==> src/sv/tcwt_pkg.sv <==
// ---------------------------------------------------------------------------
// tcwt_pkg
// Shared types, constants and helpers of the congestion window tracker.
// ---------------------------------------------------------------------------
`default_nettype none
package tcwt_pkg;

    localparam int TABLE_DEPTH   = 64;
    localparam int IDX_W         = $clog2(TABLE_DEPTH);
    localparam int KEY_W         = 32;
    localparam int CNT_W         = 8;
    localparam int LIMIT_W       = 8;
    localparam int WIN_W         = 32;
    localparam int FLAGS_W       = 12;
    localparam int WSIZE_W       = 16;
    localparam int CFG_IDX_W     = 2;
    localparam int CFG_DATA_W    = 16;

    localparam logic [WIN_W-1:0]   INIT_SSTHRESH = WIN_W'(8);
    localparam logic [WIN_W-1:0]   WIN_MAX       = '1;
    localparam logic [CNT_W-1:0]   CNT_MAX       = '1;
    localparam int                 FLAG_ACK_BIT  = 4;
    localparam int                 FLAG_SYN_BIT  = 1;

    localparam logic [CFG_IDX_W-1:0] CFG_DUP_ACK_LIMIT    = 2'd0;
    localparam logic [CFG_IDX_W-1:0] CFG_RETRANSMIT_LIMIT = 2'd1;
    localparam logic [CFG_IDX_W-1:0] CFG_WINDOW_FLOOR     = 2'd2;

    localparam logic [LIMIT_W-1:0] DUP_ACK_LIMIT_RST    = 8'd4;
    localparam logic [LIMIT_W-1:0] RETRANSMIT_LIMIT_RST = 8'd2;
    localparam logic [WSIZE_W-1:0] WINDOW_FLOOR_RST     = 16'd10;

    typedef struct packed {
        logic               start;
        logic               do_count;
        logic               do_check;
        logic [KEY_W-1:0]   key;
        logic [LIMIT_W-1:0] limit;
    } t_tbl_req;

    typedef struct packed {
        logic done;
        logic event_hit;
    } t_tbl_rsp;

    typedef enum logic [1:0] {
        TBL_IDLE,
        TBL_SCAN,
        TBL_UPDATE
    } t_tbl_state;

    typedef enum logic [2:0] {
        TOP_IDLE,
        TOP_OP1,
        TOP_OP2,
        TOP_OP3,
        TOP_FINISH
    } t_top_state;

    function automatic logic [WIN_W-1:0] grow(input logic [WIN_W-1:0] cwnd,
                                              input logic [WIN_W-1:0] ssthresh);
        logic [WIN_W-1:0] res;
        if (cwnd < ssthresh) begin
            res = cwnd[WIN_W-1] ? WIN_MAX : {cwnd[WIN_W-2:0], 1'b0};
        end else begin
            res = (cwnd == WIN_MAX) ? WIN_MAX : cwnd + WIN_W'(1);
        end
        return res;
    endfunction

endpackage
`default_nettype wire

==> src/sv/tcwt_table.sv <==
// ---------------------------------------------------------------------------
// tcwt_table
// Key/count table in a synchronous memory: linear scan, then a
// read-modify-write update for count and threshold check.
// ---------------------------------------------------------------------------
`default_nettype none
module tcwt_table (
    input  wire logic              i_clk,
    input  wire logic              i_rst_n,
    input  wire tcwt_pkg::t_tbl_req i_req,
    output tcwt_pkg::t_tbl_rsp     o_rsp
);
    import tcwt_pkg::*;

    localparam int ENT_W = KEY_W + CNT_W;

    logic [ENT_W-1:0]       mem [TABLE_DEPTH];
    logic [ENT_W-1:0]       r_rd_data;
    logic [TABLE_DEPTH-1:0] r_valid;
    logic [IDX_W-1:0]       r_fill;
    logic [IDX_W-1:0]       r_idx;
    logic                   r_found;
    logic [CNT_W-1:0]       r_hit_cnt;
    logic [KEY_W-1:0]       r_key;
    logic                   r_cnt_en;
    logic                   r_chk_en;
    logic [LIMIT_W-1:0]     r_limit;
    t_tbl_rsp               r_rsp;
    t_tbl_state             r_state, n_state;

    logic                   rd_en;
    logic [IDX_W-1:0]       rd_addr;
    logic                   match;
    logic                   last;
    logic                   have;
    logic [IDX_W-1:0]       widx;
    logic [CNT_W-1:0]       cnt1;
    logic                   fire;
    logic [CNT_W-1:0]       cntw;

    assign match = r_valid[r_idx] && (r_rd_data[ENT_W-1:CNT_W] == r_key);
    assign last  = (r_idx == IDX_W'(TABLE_DEPTH - 1));

    always_comb begin
        n_state = r_state;
        rd_en   = 1'b0;
        rd_addr = r_idx + IDX_W'(1);
        case (r_state)
            TBL_IDLE: begin
                rd_addr = '0;
                if (i_req.start) begin
                    rd_en   = 1'b1;
                    n_state = TBL_SCAN;
                end
            end
            TBL_SCAN: begin
                if (match || last) begin
                    n_state = TBL_UPDATE;
                end else begin
                    rd_en = 1'b1;
                end
            end
            TBL_UPDATE: n_state = TBL_IDLE;
            default:    n_state = TBL_IDLE;
        endcase
    end

    always_comb begin
        have = 1'b0;
        widx = r_idx;
        cnt1 = r_hit_cnt;
        if (r_found) begin
            have = 1'b1;
            if (r_cnt_en && (r_hit_cnt != CNT_MAX)) begin
                cnt1 = r_hit_cnt + CNT_W'(1);
            end
        end else if (r_cnt_en) begin
            have = 1'b1;
            widx = r_fill;
            cnt1 = CNT_W'(1);
        end
        fire = r_chk_en && have && (cnt1 >= r_limit);
        cntw = fire ? '0 : cnt1;
    end

    always_ff @(posedge i_clk) begin
        if (rd_en) begin
            r_rd_data <= mem[rd_addr];
        end
        if ((r_state == TBL_UPDATE) && have) begin
            mem[widx] <= {r_key, cntw};
        end
    end

    always_ff @(posedge i_clk) begin
        if (!i_rst_n) begin
            r_state <= TBL_IDLE;
            r_valid <= '0;
            r_fill  <= '0;
            r_rsp   <= '0;
        end else begin
            r_state    <= n_state;
            r_rsp.done <= 1'b0;
            if (r_state == TBL_UPDATE) begin
                r_rsp.done      <= 1'b1;
                r_rsp.event_hit <= fire;
                if (!r_found && r_cnt_en) begin
                    r_valid[r_fill] <= 1'b1;
                    r_fill <= (r_fill == IDX_W'(TABLE_DEPTH - 1)) ? '0
                                                                  : r_fill + IDX_W'(1);
                end
            end
        end
    end

    always_ff @(posedge i_clk) begin
        case (r_state)
            TBL_IDLE: begin
                r_idx    <= '0;
                r_key    <= i_req.key;
                r_cnt_en <= i_req.do_count;
                r_chk_en <= i_req.do_check;
                r_limit  <= i_req.limit;
                r_found  <= 1'b0;
            end
            TBL_SCAN: begin
                if (match) begin
                    r_found   <= 1'b1;
                    r_hit_cnt <= r_rd_data[CNT_W-1:0];
                end else if (!last) begin
                    r_idx <= r_idx + IDX_W'(1);
                end
            end
            default: ;
        endcase
    end

    assign o_rsp = r_rsp;

endmodule
`default_nettype wire

==> config.mk <==
export PLATFORM = sky130hd
export DESIGN_NAME = tcwt_table
export DESIGN_NICKNAME = d
export VERILOG_FILES = /design/src/sv/tcwt_pkg.sv /design/src/sv/tcwt_table.sv
export SDC_FILE = /design/constraint.sdc
export NUM_CORES = 2
export LEC_CHECK = 0
export BUFFER_PORTS_ARGS = -buffer_cell sky130_fd_sc_hd__buf_2
export CAP_MARGIN = 25
export CORE_ASPECT_RATIO = 1.5
export CORE_MARGIN = 5
export CORE_UTILIZATION = 55
export DETAILED_ROUTE_END_ITERATION = 8
export HOLD_SLACK_MARGIN = 0.05
export PLACE_DENSITY = 0.71
export SYNTH_ARGS = -nofsm -noshare
export SYNTH_HDL_FRONTEND = slang
export SYNTH_SLANG_ARGS = --single-unit
==> constraint.sdc <==
create_clock -name i_clk -period 9.71 [get_ports i_clk]
set_clock_uncertainty 0.2 [all_clocks]
set_input_delay 0.4855 -clock i_clk [delete_from_list [all_inputs] [get_ports i_clk]]
set_output_delay 0.4855 -clock i_clk [all_outputs]
set_load 0.005 [all_outputs]
# Word-level counts from Yosys, hierarchy flattened
# Memories as Yosys holds them, arrays and structs flattened. A register that Yosys moved wholly into a read port is not among the register bits.
# Cells that the tools add are included.
# W data, S select, Z words.
# word_totals
input_bits,45
out_inout_bits,2
n_memories,1
reg_bits,131
word_cells,76
ram_bits,2560
# memory_table
memory,words,width,rd,rd_clocked_by_memory_dff,wr,line_no,rtl
mem,64,40,1,1,1,tcwt_table.sv:17,logic [ENT_W-1:0] mem [TABLE_DEPTH];
# classes
n_mux,28
n_eq_ne,11
add_sub_neg,3
n_lt_le_gt_ge,4
n_bitwise,1
n_reduce_logical,16
# ops
op,n
$or A64 B64 Y64,1
$mux W6,6
$eq A32 B32 Y1,1
$mux W8,4
$lt A6 B7 Y1 const B,2
$add A6 B1 Y6 const B,2
$eq A6 B6 Y1 const B,2
$pmux W6 S2,1
$ne A2 B2 Y1 const B,5
$mux W1,9
$add A8 B1 Y8 const B,1
$ge A8 B8 Y1,1
$ne A8 B8 Y1 const B,1
$reduce_and A2 Y1,4
$logic_and A1 B1 Y1,7
$bmux W1 S6,1
$demux W1 S6,1
$ge A6 B1 Y1 const B,1
$mux W2,3
$pmux W1 S2,2
$pmux W2 S2,1
$reduce_and A3 Y1,1
$eq A2 B1 Y1 const B,1
$eq A2 B2 Y1 const B,1
4 further kinds,4

# Logic depth before layout (Yosys ltp)
# depth
depth_word,7
depth_mapped,13
ltp_nobuf,13

# Worst setup path after synthesis
# Ideal clock, no wire load.
# synth_timing
kind,register to register
startpoint,register r_hit_cnt[0]
endpoint,"memory mem[0][0] (netlist bit), data pin"
path_buffers,0
synth_period_minus_slack_ps,4796
t_arrival_ps,4048
slack_ps,4914
path_stages_with_launch,12
setup_time_ps,548
t_required_ps,8962
path_cell_list,edfxtp_1 -> ha_1 -> nand2_1 -> o31ai_1 -> nor2_1 -> and4_1 -> nand3_1 -> mux2i_1 -> ha_1 -> nor4_1 -> nor2_1 -> a21oi_1
# synth_via
elab_chain_cells,7
elab_cells_between_ends,9
classes_between,add/sub (1); order compare (1); eq/ne (1); mux (4); reduce/logical (2)
# synth_lines
item,line_no,rtl
start: declaration,tcwt_table.sv:23,logic [CNT_W-1:0] r_hit_cnt;
start signal: assignment,tcwt_table.sv:129,r_hit_cnt <= r_rd_data[CNT_W-1:0];
"parallel branches: the longest is 3 deep, another holds $add A8 B1 Y8",n/a,
$mux W8 *,tcwt_table.sv:72,if (r_found) begin
$ge A8 B8 Y1,tcwt_table.sv:82,fire = r_chk_en && have && (cnt1 >= r_limit);
$logic_and A1 B1 Y1,tcwt_table.sv:82,
$mux W8 *,tcwt_table.sv:83,cntw = fire ? '0 : cnt1;
net cntw[0],tcwt_table.sv:39,logic [CNT_W-1:0] cntw;
end: declaration,tcwt_table.sv:17,
# Mark *: on every way through the listed nets, which the timed path passes.

# Worst setup path after layout
# layout_timing
startpoint,register r_idx[0]
endpoint,"register r_rd_data[10] (read register of mem), data pin"
# layout_via
elab_chain_cells,6
elab_cells_between_ends,9
classes_between,add/sub (1); eq/ne (1); mux (5); reduce/logical (2)
# layout_lines
item,line_no,rtl
start: declaration,tcwt_table.sv:21,logic [IDX_W-1:0] r_idx;
start signal: assignment,tcwt_table.sv:131,r_idx <= r_idx + IDX_W'(1);
$bmux W1 S6,tcwt_table.sv:41,assign match = r_valid[r_idx] && (r_rd_data[ENT_W-1:CNT_W] == r_key);
$mux W1 (not written as such),tcwt_table.sv:41,
$logic_and A1 B1 Y1,tcwt_table.sv:41,
$logic_or A1 B1 Y1,tcwt_table.sv:57,if (match || last) begin
$mux W1,tcwt_table.sv:57,
$pmux W1 S2,tcwt_table.sv:48,case (r_state)
end: declaration,tcwt_table.sv:18,logic [ENT_W-1:0] r_rd_data;
# Several ways; a longest one is shown, not always the timed one. The select of a mux whose other input is x is not followed.
# A chain may end at the register's enable or synchronous reset.

==> reports/qor.txt <==
Outcome: finished clean
Worst setup EP type: flip-flop
Distinct cell type count after synthesis: 72
Total wire length: 334000 um
Core Box Area: 193000 um^2
Synth warnings: 0
Setup bufs post-CTS: 0
Fill cell count: 13491
CTS root buf: clkbuf_16
GPL Wtd Cong: 0.845
Iter 0 DRT Violations: 11279
Layout cells sized above 1: 11.6%
Worst hold path class: in2reg
M1 wire length: 109000 um
Initial antenna violation count: 9
Synth Instances: 6534
Max Clock Freq: 0.184 GHz
Drt via density: 7.08
Metal3 WL: 43700 um
Worst vdd ir: 0.179 mV
Clock Power Share: 38.1%
Htree depth: 4
GRT Residual Overflow: 0
WHS: 116 ps
Layout area overhead: 11.0%
Clock Path Buffers: 4
PD cells: 208 nW/um^2
Worst Slack Setup Final: 4260 ps
FF+latch count, synth: 2731
Worst-Skew Late Latency: 890 ps
Crit Path Max Fanout: 118
Die W: 370 um
Synthesized area: 107000 um^2
Commonest non-fill, non-tap cell in the layout: edfxtp_1
Worst Tran Pin Value: 1190 ps
Setup tns final: 0 ps
Vias in the first global route: 64507
Post-Place Cells: 8882
Max-slew headroom: 20.9%
# hold bufs at CTS: 44
Total GRT Usage: 32.3%
Syn_nets: 6590
DR WL/cell: 35.6 um
Sw Share: 23.2%
Initial core utilization: 55.1%
Lkg Pwr: 36.8 nW
DR top layer: met5
Internal Pwr Total: 18.9 mW
Fin crit period: 5450 ps
Critical Path RT: 10120 ps
Clk slew on worst S/H paths: 60 ps
Setup violators final: 0
First-pass GRT wire length: 469000 um
IO Pins: 47
Post_cts resized: 0
Sw Pwr: 5.69 mW
RSZ-0062 raised after global routing: false
Syn_area_per_cell: 16.3 um^2
CTS Sinks: 2731
Antenna Nets Post-Route: 0
Num CTS Buffers: 239
Register share of total power: 53.7%
Met2 wire length: 156000 um
DRC viols: 0
Critical path startpoint: r_idx[0]
Die height: 549 um
Comb power frac: 8.3%
CP Class: reg2reg
Fin crit share: 56.1%
Detailed placement HPWL: 170000 um
Hold path start: i_req[20]
Slew Viols, Final: 0
Post-synthesis sequential area ratio: 76.2%
Synth async-reset ratio: 0%
Most frequent cells in the layout: 2657 x edfxtp_1, 425 x nand2_1, 350 x o221ai_1
I/O Buffers: 46
Num rows: 198
Finished Layout Cells: 9364
Max-cap violations: 0
Pre-CTS WS: 3930 ps
Number of synthesized flops with an enable pin: 2657
R2R Path Start: r_idx[0]
R2R setup slack: 4260 ps
Area of the die: 203000 um^2
Vias after detailed routing: 66299
Largest net degree at the start of global routing: 143
Worst EP arrival: 5860 ps
Ys flop type: edfxtp_1
CP Launch Type: flip-flop
Final Hold Vio Count: 0
CTS tree: done
1st-pass router iterations: 6
Final net count: 6632
## power groups by stage
stage          registers, mW  clock network, mW  logic (mW)
5_1_grt                 13.2               9.87        2.12
4_1_cts                 13.2               9.37        1.97
6_report                13.2               9.36        2.03
3_5_place_dp            13.5                  0        1.94
2_1_floorplan           13.6                  0        1.13
3_3_place_gp            13.5                  0        1.90
## worst max-delay path, cell delays in order, from the launching register on
cell,delay (ps)
edfxtp_1,360
buf_4,460
buf_12,570
o21bai_4,490
buf_4,730
buf_4,770
mux4_2,610
a211oi_1,240
nor3_1,70
or4_1,470
## registers in the layout (all words and copies together), names as in the netlist, 6 cells and up
register   cells
r_hit_cnt      8
r_idx          6
r_key         32
r_fill         6
r_valid       64
mem         2560
r_rd_data     40
r_limit        8
## layout make-up
class	count	area, um^2	share of cell area, %
antenna	9	22.5	0.0190
inverter	18	82.6	0.0697
sequential	2731	81300	68.6
clock buffer	297	6310	5.33
clock inverter	123	1190	1.00
multi-input combinational	3293	23700	20.0
timing repair buffer	293	2650	2.24
tap	2600	3250	2.75
## synthesized netlist by cell type (110+ instances only)
master | n | area (um^2)
edfxtp_1 | 2657 | 79800
nand2_1 | 429 | 1610
o221ai_1 | 350 | 3070
a21oi_1 | 324 | 1620
mux2i_1 | 284 | 2840
buf_2 | 238 | 1190
nor2_1 | 215 | 807
nand3_1 | 198 | 991
clkbuf_1 | 173 | 649
o21ai_0 | 166 | 831
o211ai_1 | 130 | 976
o22ai_1 | 112 | 701
a211oi_1 | 110 | 826
## cells by family after synthesis
kind of cell,count (synthesis),synth area share (%)
AND/OR/NAND/NOR,1234,5.50
XOR/XNOR,42,0.345
AO/OA/AOI/OAI,1608,10.7
adder cells (fa/ha/maj),11,0.129
multiplexers,398,4.93
buffers and inverters,510,2.25
flip-flops,2731,76.2
## worst paths after layout
kind	cells past startpoint	endpoint
worst max register to register	9	r_rd_data[10]
worst max-delay path	9	r_rd_data[10]
worst min-delay path	2	r_key[12]
worst min register to register	1	r_valid[58]
## routing by layer
layer  GRT usage, %  up-vias
li1               -    26553
met1           40.8    33091
met2           51.3     5435
met3           7.54     1218
met4           19.7        2
met5              0        -
## stage by stage
| stage | area, um^2 | utilization, % | total power [mW] |
|---|---|---|---|
| finish | 118000 | 61.2 | 24.6 |
| global route | 118000 | 61.2 | 25.2 |
| CTS | 118000 | 61.1 | 24.5 |
| detailed placement | 110000 | 57.0 | 15.4 |
| global placement | 110000 | 56.9 | 15.4 |
| floorplan | 107000 | - | 14.7 |
Power figures use the tool's default switching activity.
